<file path="src/rtl/cne_pkg.sv">
// ----------------------------------------------------------------------------
// cne_pkg
// Shared types, codes and helper functions of the UID enumeration master.
// ----------------------------------------------------------------------------
package cne_pkg;

    localparam int SLOT_COUNT_DEF     = 4;
    localparam int REQUIRED_NODES_DEF = 3;
    localparam int UID_BYTES          = 12;
    localparam int UID_W              = 8 * UID_BYTES;

    localparam logic [31:0] FNV_BASIS     = 32'h811C_9DC5;
    localparam logic [31:0] FNV_PRIME     = 32'h0100_0193;
    localparam logic [15:0] CRC_POLY      = 16'h1021;
    localparam logic [15:0] CRC_INIT      = 16'hFFFF;
    localparam logic [7:0]  ACK_MARK      = 8'hA5;
    localparam logic [3:0]  FULL_MASK     = 4'h F;
    localparam logic [1:0]  ATTEMPT_LIMIT = 2'd3;
    localparam logic [3:0]  FRAME_LEN     = 4'd8;

    // request command codes
    typedef enum logic [1:0] {
        CMD_TICK    = 2'd0,
        CMD_FRAME   = 2'd1,
        CMD_RESTART = 2'd2,
        CMD_INIT    = 2'd3
    } t_cmd;

    typedef enum logic [2:0] {
        PH_IDLE     = 3'd0,
        PH_COLLECT  = 3'd1,
        PH_ASSIGN   = 3'd2,
        PH_WAIT_ACK = 3'd3,
        PH_RETRY    = 3'd4,
        PH_READY    = 3'd5
    } t_phase;

    typedef enum logic [2:0] {
        EV_NONE      = 3'd0,
        EV_INVALID   = 3'd1,
        EV_OVERFLOW  = 3'd2,
        EV_TIMEOUT   = 3'd3,
        EV_STARTFAIL = 3'd4
    } t_event;

    typedef enum logic [2:0] {
        CFG_ANNOUNCE_ID = 3'd0,
        CFG_ACK_ID      = 3'd1,
        CFG_START_ID    = 3'd2,
        CFG_ASSIGN_ID   = 3'd3,
        CFG_COLLECT_MS  = 3'd4,
        CFG_RESTART_MS  = 3'd5,
        CFG_ACK_TO_MS   = 3'd6,
        CFG_RETRY_MS    = 3'd7
    } t_cfg_idx;

    // controller -> datapath
    typedef struct packed {
        logic load;
        logic exec;
        logic hash;
        logic check;
        logic sort;
    } t_dp_cmd;

    // datapath -> controller
    typedef struct packed {
        logic need_hash;
        logic hash_last;
        logic need_sort;
        logic sort_last;
    } t_dp_stat;

    // due time reached: signed wrap-around difference not negative
    function automatic logic reached(input logic [31:0] now, input logic [31:0] due);
        logic [31:0] diff;
        diff = now - due;
        return ~diff[31];
    endfunction

    // CRC-16-CCITT, one byte, MSB first
    function automatic logic [15:0] crc_byte(input logic [15:0] c, input logic [7:0] b);
        logic [15:0] x;
        x = c ^ {b, 8'h00};
        for (int k = 0; k < 8; k++) begin
            x = x[15] ? ((x << 1) ^ CRC_POLY) : (x << 1);
        end
        return x;
    endfunction

    // byte 0 of the UID becomes the most significant byte of the sort key
    function automatic logic [UID_W-1:0] uid_key(input logic [UID_W-1:0] uid);
        logic [UID_W-1:0] key;
        for (int k = 0; k < UID_BYTES; k++) begin
            key[8*(UID_BYTES-1-k) +: 8] = uid[8*k +: 8];
        end
        return key;
    endfunction

endpackage

</file>
<file path="src/rtl/cne_ctrl.sv">
// ----------------------------------------------------------------------------
// cne_ctrl
// Sequencer: load, execute, UID hash loop, check, sort passes, result strobe.
// ----------------------------------------------------------------------------
module cne_ctrl import cne_pkg::*; (
    input  logic     i_clk,
    input  logic     i_rst_n,
    input  logic     i_start,
    input  t_dp_stat i_stat,
    output t_dp_cmd  o_cmd,
    output logic     o_busy,
    output logic     o_result_valid
);

    typedef enum logic [5:0] {
        ST_IDLE  = 6'b000001,
        ST_EXEC  = 6'b000010,
        ST_HASH  = 6'b000100,
        ST_CHECK = 6'b001000,
        ST_SORT  = 6'b010000,
        ST_EMIT  = 6'b100000
    } t_state;

    t_state r_state, n_state;

    // next state
    always_comb begin
        n_state = r_state;
        case (r_state)
            ST_IDLE:  if (i_start) n_state = ST_EXEC;
            ST_EXEC:  n_state = i_stat.need_hash ? ST_HASH : ST_EMIT;
            ST_HASH:  if (i_stat.hash_last) n_state = ST_CHECK;
            ST_CHECK: n_state = i_stat.need_sort ? ST_SORT : ST_EMIT;
            ST_SORT:  if (i_stat.sort_last) n_state = ST_EMIT;
            ST_EMIT:  n_state = ST_IDLE;
            default:  n_state = ST_IDLE;
        endcase
    end

    always_ff @(posedge i_clk) begin
        if (!i_rst_n) begin
            r_state <= ST_IDLE;
        end else begin
            r_state <= n_state;
        end
    end

    // commands
    always_comb begin
        o_cmd.load  = (r_state == ST_IDLE) && i_start;
        o_cmd.exec  = (r_state == ST_EXEC);
        o_cmd.hash  = (r_state == ST_HASH);
        o_cmd.check = (r_state == ST_CHECK);
        o_cmd.sort  = (r_state == ST_SORT);
    end

    assign o_busy         = (r_state != ST_IDLE);
    assign o_result_valid = (r_state == ST_EMIT);

    // strobe is a single cycle
    a_strobe_single: assert property (@(posedge i_clk) disable iff (!i_rst_n)
        o_result_valid |=> !o_result_valid)
        else $error("result strobe held");

    // an accepted request makes the block busy
    a_accept_busy: assert property (@(posedge i_clk) disable iff (!i_rst_n)
        (i_start && !o_busy) |=> (o_busy && !o_result_valid))
        else $error("request accepted but not busy");

    // hash loop hands over to the check step
    a_hash_to_check: assert property (@(posedge i_clk) disable iff (!i_rst_n)
        (r_state == ST_HASH && i_stat.hash_last) |=> (r_state == ST_CHECK))
        else $error("hash loop exit lost");

endmodule

</file>
<file path="src/rtl/cne_dp.sv">
// ----------------------------------------------------------------------------
// cne_dp
// Datapath: protocol state, node slots, FNV/CRC byte unit, odd-even sorter.
// ----------------------------------------------------------------------------
module cne_dp import cne_pkg::*; #(
    parameter int SLOT_COUNT     = SLOT_COUNT_DEF,
    parameter int REQUIRED_NODES = REQUIRED_NODES_DEF
) (
    input  logic        i_clk,
    input  logic        i_rst_n,
    input  t_dp_cmd     i_cmd,
    output t_dp_stat    o_stat,
    input  logic        i_cfg_we,
    input  logic [2:0]  i_cfg_index,
    input  logic [15:0] i_cfg_data,
    input  logic [1:0]  i_req_cmd,
    input  logic [31:0] i_now_ms,
    input  logic [10:0] i_frame_id,
    input  logic [3:0]  i_frame_len,
    input  logic [63:0] i_frame_payload,
    input  logic        i_tx_accepted,
    output logic        o_tx_valid,
    output logic        o_tx_is_assign,
    output logic [63:0] o_tx_payload,
    output logic        o_frame_consumed,
    output logic [2:0]  o_phase,
    output logic [2:0]  o_event_res,
    output logic [3:0]  o_active_nodes
);

    localparam int IW  = (SLOT_COUNT > 1) ? $clog2(SLOT_COUNT) : 1;
    localparam int CW  = $clog2(SLOT_COUNT + 1);
    localparam int LIM = (REQUIRED_NODES < SLOT_COUNT) ? REQUIRED_NODES : SLOT_COUNT;

    // configuration
    logic [10:0] r_ann_id, r_ack_id;
    logic [15:0] r_collect_ms, r_restart_ms, r_ack_to_ms, r_retry_ms;

    // latched request
    t_cmd        r_cmd;
    logic [31:0] r_now;
    logic [10:0] r_fid;
    logic [3:0]  r_flen;
    logic [63:0] r_pay;
    logic        r_txok;

    // protocol state
    t_phase      r_phase, n_phase;
    logic [7:0]  r_session, n_session;
    logic [CW-1:0] r_ccount, n_ccount;
    logic [2:0]  r_apos, n_apos;
    logic [1:0]  r_att, n_att;
    logic [31:0] r_dl_time, n_dl_time, r_rs_time, n_rs_time, r_sr_time, n_sr_time;
    logic        r_dl_arm, n_dl_arm, r_rs_arm, n_rs_arm, r_sr_arm, n_sr_arm;
    logic        r_ever, n_ever;

    // slots
    logic [23:0]      r_tok  [SLOT_COUNT];
    logic [23:0]      n_tok  [SLOT_COUNT];
    logic [UID_W-1:0] r_uid  [SLOT_COUNT];
    logic [UID_W-1:0] n_uid  [SLOT_COUNT];
    logic [3:0]       r_frag [SLOT_COUNT];
    logic [3:0]       n_frag [SLOT_COUNT];
    logic [15:0]      r_crc  [SLOT_COUNT];
    logic [15:0]      n_crc  [SLOT_COUNT];
    logic [2:0]       r_num  [SLOT_COUNT];
    logic [2:0]       n_num  [SLOT_COUNT];

    // hash / sort units
    logic [31:0]   r_hash, n_hash;
    logic [15:0]   r_crcacc, n_crcacc;
    logic [3:0]    r_bcnt, n_bcnt;
    logic [IW-1:0] r_idx, n_idx;
    logic [2:0]    r_pass, n_pass;

    // result
    logic        r_txv, n_txv, r_txa, n_txa, r_cons, n_cons;
    logic [63:0] r_txd, n_txd;
    t_event      r_ev, n_ev;

    // step helpers
    logic          f_round, f_send_start, f_assign, f_sched, f_later;
    logic          w_need_hash, w_need_sort;
    logic          w_found, w_all_full, w_ack_ok, w_ann_ok;
    logic [IW-1:0] w_fidx, w_idx, w_apos;
    logic [23:0]   w_tok;
    logic [1:0]    w_frag;
    logic [3:0]    w_newfrag;
    logic [7:0]    w_byte;

    assign w_apos = r_apos[IW-1:0];
    assign w_tok  = r_pay[63:40];
    assign w_frag = r_pay[9:8];
    assign w_byte = r_uid[r_idx][{r_bcnt, 3'b000} +: 8];

    // token lookup over the collected slots, lowest index wins
    always_comb begin
        w_found = 1'b0;
        w_fidx  = '0;
        for (int i = SLOT_COUNT - 1; i >= 0; i--) begin
            if (i < int'(r_ccount) && r_tok[i] == w_tok) begin
                w_found = 1'b1;
                w_fidx  = IW'(i);
            end
        end
        w_idx     = w_found ? w_fidx : r_ccount[IW-1:0];
        w_newfrag = (w_found ? r_frag[w_fidx] : 4'd0) | (4'd1 << w_frag);
    end

    always_comb begin
        w_all_full = 1'b1;
        for (int i = 0; i < LIM; i++) begin
            if (r_frag[i] != FULL_MASK) w_all_full = 1'b0;
        end
    end

    // frame checks
    assign w_ack_ok = (r_flen == FRAME_LEN) && (r_phase == PH_WAIT_ACK)
                   && (r_pay[7:0] == r_session) && (r_pay[63:56] == ACK_MARK)
                   && (r_pay[15:8] == {5'd0, r_num[w_apos]})
                   && (r_pay[39:16] == r_tok[w_apos])
                   && (r_pay[55:40] == r_crc[w_apos]);
    assign w_ann_ok = (r_flen == FRAME_LEN) && (r_phase == PH_COLLECT) && !r_rs_arm
                   && (r_pay[7:0] == r_session) && (r_pay[15:10] == 6'd0);

    // step logic
    always_comb begin
        n_phase = r_phase;   n_session = r_session; n_ccount = r_ccount;
        n_apos  = r_apos;    n_att     = r_att;     n_ever   = r_ever;
        n_dl_time = r_dl_time; n_rs_time = r_rs_time; n_sr_time = r_sr_time;
        n_dl_arm  = r_dl_arm;  n_rs_arm  = r_rs_arm;  n_sr_arm  = r_sr_arm;
        n_tok = r_tok; n_uid = r_uid; n_frag = r_frag; n_crc = r_crc; n_num = r_num;
        n_hash = r_hash; n_crcacc = r_crcacc; n_bcnt = r_bcnt; n_idx = r_idx;
        n_pass = r_pass;
        n_txv = r_txv; n_txa = r_txa; n_txd = r_txd; n_cons = r_cons; n_ev = r_ev;
        f_round = 1'b0; f_send_start = 1'b0; f_assign = 1'b0;
        f_sched = 1'b0; f_later = 1'b0;
        w_need_hash = 1'b0; w_need_sort = 1'b0;

        if (i_cmd.exec) begin
            n_txv = 1'b0; n_txa = 1'b0; n_txd = '0; n_cons = 1'b0; n_ev = EV_NONE;
            case (r_cmd)
                CMD_TICK: begin
                    if (r_sr_arm && reached(r_now, r_sr_time)) begin
                        n_sr_arm = 1'b0;
                        f_send_start = 1'b1;
                    end else if (r_rs_arm && reached(r_now, r_rs_time)) begin
                        n_rs_arm = 1'b0;
                        f_round = 1'b1;
                    end else if (r_phase == PH_COLLECT && r_dl_arm
                                 && reached(r_now, r_dl_time)) begin
                        n_ev = EV_TIMEOUT;
                        f_later = 1'b1;
                    end else if (r_phase == PH_RETRY && reached(r_now, r_dl_time)) begin
                        n_phase = PH_ASSIGN;
                    end else if (r_phase == PH_ASSIGN) begin
                        f_assign = 1'b1;
                    end else if (r_phase == PH_WAIT_ACK && reached(r_now, r_dl_time)) begin
                        f_sched = 1'b1;
                    end
                end
                CMD_FRAME: begin
                    if (r_fid == r_ack_id) begin
                        n_cons = 1'b1;
                        if (!w_ack_ok) begin
                            n_ev = EV_INVALID;
                        end else begin
                            n_apos = r_apos + 3'd1;
                            n_att  = 2'd0;
                            if (int'(n_apos) >= REQUIRED_NODES) begin
                                n_phase = PH_READY;
                                n_ever  = 1'b1;
                            end else begin
                                n_phase = PH_ASSIGN;
                            end
                        end
                    end else if (r_fid == r_ann_id) begin
                        n_cons = 1'b1;
                        if (!w_ann_ok) begin
                            n_ev = EV_INVALID;
                        end else if (!w_found && int'(r_ccount) >= SLOT_COUNT) begin
                            n_ev = EV_OVERFLOW;
                            f_later = 1'b1;
                        end else begin
                            // store fragment, start UID check when complete
                            n_tok[w_idx]  = w_tok;
                            n_uid[w_idx][7'(w_frag) * 7'd24 +: 24] = r_pay[39:16];
                            n_frag[w_idx] = w_newfrag;
                            if (!w_found) n_ccount = r_ccount + CW'(1);
                            n_idx    = w_idx;
                            n_hash   = FNV_BASIS;
                            n_crcacc = CRC_INIT;
                            n_bcnt   = 4'd0;
                            w_need_hash = (w_newfrag == FULL_MASK);
                        end
                    end
                end
                CMD_RESTART: begin
                    n_rs_arm = 1'b0;
                    n_sr_arm = 1'b0;
                    f_round  = 1'b1;
                end
                CMD_INIT: begin
                    n_phase = PH_IDLE; n_session = 8'd0; n_ccount = '0;
                    n_apos = 3'd0; n_att = 2'd0; n_ever = 1'b0;
                    f_round = 1'b1;
                end
                default: ;
            endcase
        end else if (i_cmd.hash) begin
            // one UID byte per cycle through FNV-1a and CRC
            n_hash   = (r_hash ^ {24'd0, w_byte}) * FNV_PRIME;
            n_crcacc = crc_byte(r_crcacc, w_byte);
            n_bcnt   = r_bcnt + 4'd1;
        end else if (i_cmd.check) begin
            n_crc[r_idx] = r_crcacc;
            if (r_hash[23:0] != r_tok[r_idx]) begin
                n_ev = EV_INVALID;
                f_later = 1'b1;
            end else if (int'(r_ccount) == REQUIRED_NODES && w_all_full) begin
                n_apos  = 3'd0;
                n_att   = 2'd0;
                n_phase = PH_ASSIGN;
                n_pass  = 3'd0;
                w_need_sort = 1'b1;
            end
        end else if (i_cmd.sort) begin
            // odd-even transposition pass over fixed neighbor pairs
            for (int k = 0; k < LIM - 1; k++) begin
                if ((k % 2) == int'(r_pass[0])
                    && uid_key(r_uid[k]) > uid_key(r_uid[k+1])) begin
                    n_tok[k]  = r_tok[k+1];  n_tok[k+1]  = r_tok[k];
                    n_uid[k]  = r_uid[k+1];  n_uid[k+1]  = r_uid[k];
                    n_frag[k] = r_frag[k+1]; n_frag[k+1] = r_frag[k];
                    n_crc[k]  = r_crc[k+1];  n_crc[k+1]  = r_crc[k];
                end
            end
            if (r_pass == 3'(LIM - 1)) begin
                for (int k = 0; k < LIM; k++) n_num[k] = 3'(k + 1);
            end
            n_pass = r_pass + 3'd1;
        end

        // new round
        if (f_round) begin
            n_session = n_session + 8'd1;
            if (n_session == 8'd0) n_session = 8'd1;
            for (int i = 0; i < SLOT_COUNT; i++) n_frag[i] = 4'd0;
            n_ccount = '0; n_apos = 3'd0; n_att = 2'd0;
            n_sr_arm = 1'b0;
            f_send_start = 1'b1;
        end
        // start broadcast
        if (f_send_start) begin
            n_txv = 1'b1; n_txa = 1'b0; n_txd = {56'd0, n_session};
            n_phase = PH_COLLECT;
            if (r_txok) begin
                n_dl_time = r_now + {16'd0, r_collect_ms};
                n_dl_arm  = 1'b1;
            end else begin
                n_ev = EV_STARTFAIL;
                n_dl_arm  = 1'b0;
                n_sr_time = r_now + {16'd0, r_retry_ms};
                n_sr_arm  = 1'b1;
            end
        end
        // assign frame for the current position
        if (f_assign) begin
            n_txv = 1'b1; n_txa = 1'b1;
            n_txd = {8'd0, r_crc[w_apos], r_tok[w_apos], 5'd0, r_num[w_apos], r_session};
            if (r_txok) begin
                n_phase   = PH_WAIT_ACK;
                n_dl_time = r_now + {16'd0, r_ack_to_ms};
                n_dl_arm  = 1'b1;
            end else begin
                f_sched = 1'b1;
            end
        end
        // retry or give up
        if (f_sched) begin
            n_att = r_att + 2'd1;
            if (n_att >= ATTEMPT_LIMIT) begin
                n_ev = EV_TIMEOUT;
                f_later = 1'b1;
            end else begin
                n_phase   = PH_RETRY;
                n_dl_time = r_now + {16'd0, r_retry_ms};
                n_dl_arm  = 1'b1;
            end
        end
        // delayed restart
        if (f_later) begin
            n_phase   = PH_COLLECT;
            n_rs_time = r_now + {16'd0, r_restart_ms};
            n_rs_arm  = 1'b1;
            n_sr_arm  = 1'b0;
            n_dl_arm  = 1'b0;
        end
    end

    // request latch and payload registers
    always_ff @(posedge i_clk) begin
        if (i_cmd.load) begin
            r_cmd  <= t_cmd'(i_req_cmd);
            r_now  <= i_now_ms;
            r_fid  <= i_frame_id;
            r_flen <= i_frame_len;
            r_pay  <= i_frame_payload;
            r_txok <= i_tx_accepted;
        end
        r_tok <= n_tok; r_uid <= n_uid; r_crc <= n_crc; r_num <= n_num;
        r_hash <= n_hash; r_crcacc <= n_crcacc; r_bcnt <= n_bcnt; r_idx <= n_idx;
        r_pass <= n_pass;
        r_txv <= n_txv; r_txa <= n_txa; r_txd <= n_txd; r_cons <= n_cons; r_ev <= n_ev;
    end

    // control state and configuration
    always_ff @(posedge i_clk) begin
        if (!i_rst_n) begin
            r_phase <= PH_IDLE; r_session <= 8'd0; r_ccount <= '0;
            r_apos <= 3'd0; r_att <= 2'd0; r_ever <= 1'b0;
            r_dl_time <= '0; r_rs_time <= '0; r_sr_time <= '0;
            r_dl_arm <= 1'b0; r_rs_arm <= 1'b0; r_sr_arm <= 1'b0;
            for (int i = 0; i < SLOT_COUNT; i++) r_frag[i] <= 4'd0;
            r_ann_id <= 11'd0; r_ack_id <= 11'd0;
            r_collect_ms <= 16'd4500; r_restart_ms <= 16'd300;
            r_ack_to_ms <= 16'd100; r_retry_ms <= 16'd20;
        end else begin
            r_phase <= n_phase; r_session <= n_session; r_ccount <= n_ccount;
            r_apos <= n_apos; r_att <= n_att; r_ever <= n_ever;
            r_dl_time <= n_dl_time; r_rs_time <= n_rs_time; r_sr_time <= n_sr_time;
            r_dl_arm <= n_dl_arm; r_rs_arm <= n_rs_arm; r_sr_arm <= n_sr_arm;
            r_frag <= n_frag;
            if (i_cfg_we) begin
                case (t_cfg_idx'(i_cfg_index))
                    CFG_ANNOUNCE_ID: r_ann_id     <= i_cfg_data[10:0];
                    CFG_ACK_ID:      r_ack_id     <= i_cfg_data[10:0];
                    CFG_COLLECT_MS:  r_collect_ms <= i_cfg_data;
                    CFG_RESTART_MS:  r_restart_ms <= i_cfg_data;
                    CFG_ACK_TO_MS:   r_ack_to_ms  <= i_cfg_data;
                    CFG_RETRY_MS:    r_retry_ms   <= i_cfg_data;
                    default: ;   // frame labels only, nothing stored
                endcase
            end
        end
    end

    // status
    always_comb begin
        o_stat.need_hash = w_need_hash;
        o_stat.hash_last = (r_bcnt == 4'(UID_BYTES - 1));
        o_stat.need_sort = w_need_sort;
        o_stat.sort_last = (r_pass == 3'(LIM - 1));
    end

    assign o_tx_valid       = r_txv;
    assign o_tx_is_assign   = r_txa;
    assign o_tx_payload     = r_txd;
    assign o_frame_consumed = r_cons;
    assign o_phase          = r_phase;
    assign o_event_res      = r_ev;
    assign o_active_nodes   = r_ever ? 4'(REQUIRED_NODES) : 4'd0;

    // collected count never exceeds the slot array
    a_count_bound: assert property (@(posedge i_clk) disable iff (!i_rst_n)
        int'(r_ccount) <= SLOT_COUNT)
        else $error("slot count overrun");

    // readiness always reports the assigned node count
    a_ready_nodes: assert property (@(posedge i_clk) disable iff (!i_rst_n)
        (r_phase == PH_READY) |-> r_ever)
        else $error("ready without completed round");

    // a pending start retry disarms the collect deadline
    a_sr_dl: assert property (@(posedge i_clk) disable iff (!i_rst_n)
        (r_sr_arm && r_phase == PH_COLLECT) |-> !r_dl_arm)
        else $error("start retry with deadline armed");

endmodule

</file>
<file path="src/rtl/can_node_uid_enumerator.sv">
// ----------------------------------------------------------------------------
// can_node_uid_enumerator
// Bus master that enumerates nodes by UID and assigns node IDs.
//
//  channel  | handshake                      | payload
//  ---------+--------------------------------+-----------------------------
//  request  | i_start / o_busy               | i_cmd, i_now_ms, i_frame_*,
//           |                                | i_tx_accepted
//  result   | o_result_valid (1-cycle strobe)| o_tx_*, o_frame_consumed,
//           |                                | o_phase, o_event_res, ...
//  config   | i_cfg_valid / o_cfg_ready      | i_cfg_index, i_cfg_data
//
// A request is latched, executed and then answered by the result strobe. An
// announce completing a UID adds a byte-serial FNV/CRC loop (12 bytes), a
// check, and for the full node set min(REQUIRED_NODES, SLOT_COUNT) sort passes.
// Reset is synchronous, active low; no clearing pass is needed.
// Register writes are held off while a request is in flight.
// The result strobe lasts one cycle and cannot be stalled.
// ----------------------------------------------------------------------------
module can_node_uid_enumerator import cne_pkg::*; #(
    parameter int SLOT_COUNT     = SLOT_COUNT_DEF,
    parameter int REQUIRED_NODES = REQUIRED_NODES_DEF
) (
    input  logic        i_clk,
    input  logic        i_rst_n,
    input  logic        i_start,
    output logic        o_busy,
    input  logic [1:0]  i_cmd,
    input  logic [31:0] i_now_ms,
    input  logic [10:0] i_frame_id,
    input  logic [3:0]  i_frame_len,
    input  logic [63:0] i_frame_payload,
    input  logic        i_tx_accepted,
    output logic        o_result_valid,
    output logic        o_tx_valid,
    output logic        o_tx_is_assign,
    output logic [63:0] o_tx_payload,
    output logic        o_frame_consumed,
    output logic [2:0]  o_phase,
    output logic [2:0]  o_event_res,
    output logic [3:0]  o_active_nodes,
    input  logic        i_cfg_valid,
    output logic        o_cfg_ready,
    input  logic [2:0]  i_cfg_index,
    input  logic [15:0] i_cfg_data
);

    t_dp_cmd  w_cmd;
    t_dp_stat w_stat;

    // registers only change between requests
    assign o_cfg_ready = ~o_busy;

    cne_ctrl u_ctrl (
        .i_clk          (i_clk),
        .i_rst_n        (i_rst_n),
        .i_start        (i_start),
        .i_stat         (w_stat),
        .o_cmd          (w_cmd),
        .o_busy         (o_busy),
        .o_result_valid (o_result_valid)
    );

    cne_dp #(
        .SLOT_COUNT     (SLOT_COUNT),
        .REQUIRED_NODES (REQUIRED_NODES)
    ) u_dp (
        .i_clk            (i_clk),
        .i_rst_n          (i_rst_n),
        .i_cmd            (w_cmd),
        .o_stat           (w_stat),
        .i_cfg_we         (i_cfg_valid & o_cfg_ready),
        .i_cfg_index      (i_cfg_index),
        .i_cfg_data       (i_cfg_data),
        .i_req_cmd        (i_cmd),
        .i_now_ms         (i_now_ms),
        .i_frame_id       (i_frame_id),
        .i_frame_len      (i_frame_len),
        .i_frame_payload  (i_frame_payload),
        .i_tx_accepted    (i_tx_accepted),
        .o_tx_valid       (o_tx_valid),
        .o_tx_is_assign   (o_tx_is_assign),
        .o_tx_payload     (o_tx_payload),
        .o_frame_consumed (o_frame_consumed),
        .o_phase          (o_phase),
        .o_event_res      (o_event_res),
        .o_active_nodes   (o_active_nodes)
    );

endmodule
</file>
<file path="config.mk">
export PLATFORM = sky130hd
export DESIGN_NAME = can_node_uid_enumerator
export DESIGN_NICKNAME = d
export VERILOG_FILES = /design/src/rtl/cne_pkg.sv /design/src/rtl/cne_ctrl.sv /design/src/rtl/cne_dp.sv /design/src/rtl/can_node_uid_enumerator.sv
export SDC_FILE = /design/constraint.sdc
export NUM_CORES = 2
export LEC_CHECK = 0
export BUFFER_PORTS_ARGS = -buffer_cell sky130_fd_sc_hd__clkbuf_2
export CAP_MARGIN = 25
export CORE_MARGIN = 10
export CORE_UTILIZATION = 49
export DETAILED_ROUTE_END_ITERATION = 8
export PLACE_DENSITY = 0.65
export SYNTH_ARGS = -nofsm -noshare
export SYNTH_HDL_FRONTEND = slang
export SYNTH_HIERARCHICAL = 1
export SYNTH_SLANG_ARGS = --single-unit
</file>
<file path="constraint.sdc">
create_clock -name i_clk -period 12.4 [get_ports i_clk]
set_input_delay 1.86 -clock i_clk [delete_from_list [all_inputs] [get_ports i_clk]]
set_output_delay 1.86 -clock i_clk [all_outputs]
set_load 0.02 [all_outputs]
</file>
* Word level (Yosys, flattened, before mapping) *
Index checks and enable logic that the tools add are counted.
Widths: inputs -> output; s select.

storage, ports and cells
  flip-flop bits (word level) = 999
  input bits = 137
  output and inout bits = 80
  logic and storage cells = 528

cells by class
  $add $sub $neg = 14
  multipliers = 2
  $lt $le $gt $ge = 15
  equality and inequality tests = 70
  shift-type cells = 4
  multiplexer cells = 266
  bitwise logic cells = 27
  reduce and logical (&&, ||, !) cells = 78

operator list
  cell                     count
  $mux 384                 5
  $mux 288                 4
  $mux 96                  8
  $mux 32                  15
  $bwmux 384               1
  $mux 192                 2
  $mux 72                  4
  $mux 16                  15
  $bmux 96 s2              1
  $demux 96 s2             1
  $gt 96x96->1             2
  $mux 48                  4
  $mux 56                  3
  $mux 3                   46
  $add 32x16->32           4
  $eq 24x24->1             5
  $mux 24                  5
  $mux 13                  8
  $bmux 24 s2              2
  $bwmux 96                1
  $shift 24x9->96 const A  1
  $shiftx 24x9->96         1
  $shiftx 96x8->8          1
  $sub 32x32->32           3
  85 further kinds         334

* Longest topological paths before layout *
  depth in word-level cells = 24
  mapped depth = 32
  depth with buffers taken out = 27

* Modules after synthesis *
The synthesis kept the hierarchy.

modules (own cells, without submodules)
  module                   times used  cells an instance  area each (sq um)  seq. area each (sq um)
  cne_dp                   1           5992               62217.2            27286.2
  cne_ctrl                 1           46                 391.6              120.1
  can_node_uid_enumerator  1           2                  10.0               0.0

* Worst setup path after synthesis *
OpenSTA, ideal clock, no wires.

  path kind = register -> register
  from = register u_dp.r_idx[1]
  to = register u_dp.r_hash[23], data pin
  library setup time = 0.266 ns
  arrival time = 7.169 ns
  data required time = 12.134 ns
  setup slack = 4.965 ns
  stages on the path, launching flop included = 28
  buffers on the path = 3
  clock period less this slack = 7.435 ns
  cells stage by stage = edfxtp_1 -> buf_6 -> buf_2 -> buf_2 -> mux4_2 -> mux4_2 -> mux2i_1 -> o22ai_1 -> xor2_1 -> ha_1 -> ha_1 -> fa_1 -> ha_1 -> fa_1 -> ha_1 -> inv_1 -> fa_1 -> inv_1 -> ha_1 -> nand3_1 -> nand2_1 -> a41o_1 -> o41ai_1 -> o31ai_1 -> o41ai_1 -> o21ai_0 -> xnor2_1 -> nor2_1

between the ends
  longest elaborated chain between the ends = 9

ends and longest elaborated chain
  item                                         RTL line       source
  start: declaration                           cne_dp.sv:73   logic [IW-1:0] r_idx, n_idx;
  start signal: assignment                     cne_dp.sv:312  r_hash <= n_hash; r_crcacc <= n_crcacc; r_bcnt <= n_bcnt; r_idx <= n_idx;
  $not 2->3 (implied by the code)              cne_dp.sv:94   assign w_byte = r_uid[r_idx][{r_bcnt, 3'b000} +: 8];
  $bmux 96 s2                                  cne_dp.sv:94
  $mux 96 (implied by the code) (2 in series)  cne_dp.sv:94
  $shiftx 96x8->8                              cne_dp.sv:94
  $xor 32x8->32                                cne_dp.sv:212  n_hash = (r_hash ^ {24'd0, w_byte}) * FNV_PRIME;
  $mul 32x25->32                               cne_dp.sv:212
  $mux 32                                      cne_dp.sv:210  end else if (i_cmd.hash) begin
  $mux 32                                      cne_dp.sv:140  if (i_cmd.exec) begin
  end signal: assignment                       cne_dp.sv:312
  end: declaration                             cne_dp.sv:70   logic [31:0] r_hash, n_hash;

No other way between the ends. The select of a mux whose other input is x is not followed.
A chain may end at the register's enable or synchronous reset.

* Final worst setup path *
Same ends and word-level chain as after synthesis.

==> reports/qor.csv <==
metric,value,unit
share of layout cells above drive strength 1,11.9,%
r2r setup slk,3860,ps
IO Pins,217,
Sequential Power Share,48.6,%
drt via density,6.29,
non-filler instance count after layout,7853,
RR Endpoint,u_dp/r_hash[23]$_SDFFCE_PP0P_,
Critical Path Max Stage Delay,640,ps
CP endpoint kind,flop,
final hold violation count,0,
unrepaired setup endpoints after global routing,false,
worst r2r src,u_dp/r_idx[1]$_DFFE_PP_,
commonest cells in the netlist,"758 x edfxtp_1, 658 x nand2_1, 490 x ha_1, 475 x inv_1, 416 x a21oi_1",
Area Overhead vs Synth,9.43,%
post-synth top area share,36.3,%
Post-synth EDFFs,758,
Slew HR,22.8,%
TritonCTS Buffers,113,
"most used cell, CP",ha_1,
status,"complete, no violations",
Gate power share,7.8,%
antenna violations before repair,4,
worst vdd ir,0.121,mV
WP data arrival,9030,ps
Initial DRT Pass Iterations,5,
worst min-delay path endpoint,u_dp/r_sr_time[14]$_SDFFE_PN0P_,
DR vias,49400,
Die X,377,um
Worst setup SP type,flop,
HPWL Detailed,147000,um
Psw,1930,uW
TritonCTS clock tree,yes,
post-route clock period utilization,68.9,%
min Tclk post-route,8540,ps
"Power, Total",7630,uW
number of synthesized register bits,990,
most area-consuming cells after synthesis,"edfxtp_1 36%, ha_1 9.8%, dfxtp_1 7.4%",
crit-path max FO,100,
slowest CP cell,mux4_2,
setup tns final,0,ps
number of global-route vias before repair,47400,
GP Congestion,0.990,
Routed WL per cell,26.0,um
top_reg_cell synth,edfxtp_1,
# setup viols final,0,
Net Sw Frac,25.2,%
CTS Hold Bufs,0,
Clock power frac,43.6,%
Post-Route WL,204000,um
cell with the most instances after synthesis,edfxtp_1,
core area,127000,um^2
Lkg Pwr,0.0256,uW
Worst Tran Pin Value,1160,ps
fin nets,6781,
dpl cells,7650,
max-slew violations,0,
Hold Crit Depth,2,
clock-pin slew on the worst setup and hold paths,60,ps
# rows,131,
CTS resizes,0,
Syn Std Cell Area,62600,um^2
first-pass GRT wire length,304000,um
max-cap viol count,0,
Synth Warn #,6,
Worst EP required,12890,ps
"FFs w/ async S/R, synth",0,%
Int Power,5710,uW
post-synthesis sequential area ratio,43.8,%
pin count of the biggest net entering global routing,191,
"Clk Latency, worst-skew pair",760,ps
critical setup path kind,flop to flop,
FF-to-FF path depth,25,
Port Buffers,200,
GRT Total Usage,27.9,%
Max Freq,117,MHz
Cells after Synth,6040,
post-CTS setup buffers,0,
HP Start,u_dp/r_sr_time[14]$_SDFFE_PN0P_,
clock buffer depth,3,
clk_skew,31.0,ps
Starting Density,49.2,%
DR iter-0 viols,5997,
Die Y,377,um
full die area,142000,um^2
Yosys cell types,107,
clk root buf,clkbuf_16,
syn avg cell area,10.4,um^2
H-tree depth,3,
biggest area consumer among synthesized cells,edfxtp_1,
DR DRC count,0,
Routed Antenna Nets,0,
min-delay worst type,flop to flop,
PwrDens,111,nW/um^2
gr ovfl total,0,
CTS sink count,990,
[stage by stage]
stage               setup slack (ps)  utilization [%]  hold WS, ps  instance area [um^2]
floorplan                       4960                -          421                 62700
global placement                3930             51.0          438                 64800
detailed placement              3900             51.0          448                 64900
CTS                             3840             53.8          456                 68500
global route                    3360             53.9          468                 68500
finish                          3860             53.9          454                 68500
[how the worst max path moves through the flow]
stage | end | slack (ps) | start | depth (start not counted)
finish | u_dp/r_hash[23]$_SDFFCE_PP0P_ | 3860 | u_dp/r_idx[1]$_DFFE_PP_ | 25
global route | u_dp/r_hash[23]$_SDFFCE_PP0P_ | 3360 | u_dp/r_idx[1]$_DFFE_PP_ | 25
CTS | u_dp/r_hash[23]$_SDFFCE_PP0P_ | 3840 | u_dp/r_idx[1]$_DFFE_PP_ | 25
detailed placement | u_dp/r_hash[23]$_SDFFCE_PP0P_ | 3900 | u_dp/r_idx[1]$_DFFE_PP_ | 25
global placement | u_dp/r_hash[23]$_SDFFCE_PP0P_ | 3930 | u_dp/r_idx[1]$_DFFE_PP_ | 25
floorplan | u_dp/r_hash[23]$_SDFFCE_PP0P_ | 4960 | u_dp/r_idx[1]$_DFFE_PP_ | 27
[routing by layer]
metal  up-vias  global-route usage, %  routed length (um)
li1      22100                      -                   -
met1     24100                   37.6               81600
met2      2733                   42.6               91000
met3       473                   6.84               22100
met4         0                   11.9                9780
met5         -                      0                   0
[cell type report]
cell class | count | area (um^2)
sequential | 990 | 27400
multi-input combinational | 4237 | 31900
fill | 11100 | 58700
antenna | 4 | 10.0
clock inverter | 53 | 503
clock buffer | 143 | 3070
tap | 1662 | 2080
inverter | 478 | 1800
timing repair buffer | 286 | 1730
[critical path: cells and delay by family (launching register included)]
kind            cells  cell delay, ps
mux                 3            1380
fa+ha+maj           8            2980
compound gates      6            1820
flops               1             390
xor+xnor            2             670
simple gates        3             190
buf+inv             3             650
[cells in the final DEF, fill, tap and decap left out, drive strengths merged, types with 75 or more instances in the layout]
| cell type | Yosys | routed |
|---|---|---|
| edfxtp | 758 | 758 |
| inv | 476 | 483 |
| mux2i | 94 | 94 |
| nand3 | 103 | 103 |
| ha | 490 | 490 |
| clkbuf | 218 | 343 |
| buf | 132 | 86 |
| a22o | 82 | 82 |
| nor2 | 412 | 412 |
| a21o | 92 | 92 |
| mux4 | 184 | 184 |
| nand4 | 75 | 75 |
| xor2 | 207 | 207 |
| dfxtp | 232 | 232 |
| xnor2 | 159 | 159 |
| nand2 | 661 | 661 |
| a21oi | 417 | 417 |
| o22ai | 230 | 230 |
| o21ai | 289 | 289 |
| and2 | 86 | 86 |
[registers in the layout (all words and copies together) (netlist names), 50 cells and up]
signal / cells
u_dp/r_uid: 384
u_dp/r_tok: 96
u_dp/r_crc: 64
u_dp/r_pay: 64
u_dp/o_tx_payload: 50
[cells by family (layout without fill, tap and decap cells)]
group / Yosys count / after routing / synth area share [%]
XOR/XNOR: 366 / 366 / 5.14
multiplexers: 291 / 291 / 8.35
AND/OR/NAND/NOR: 1652 / 1652 / 12.3
AO/OA/AOI/OAI: 1374 / 1374 / 13.5
buffers and inverters: 828 / 960 / 5.51
flip-flops: 990 / 990 / 43.8
other: 1 / 20 / 0.00599
adder cells (fa/ha/maj): 538 / 538 / 11.3
[power groups by stage]
stage	Combinational [uW]	Clock, uW	Sequential (uW)
3_3_place_gp	566	0	3770
4_1_cts	580	3380	3700
6_report	596	3330	3710
3_5_place_dp	576	0	3770
5_1_grt	641	3510	3710
2_1_floorplan	397	0	3710
Power figures use the tool's default switching activity.
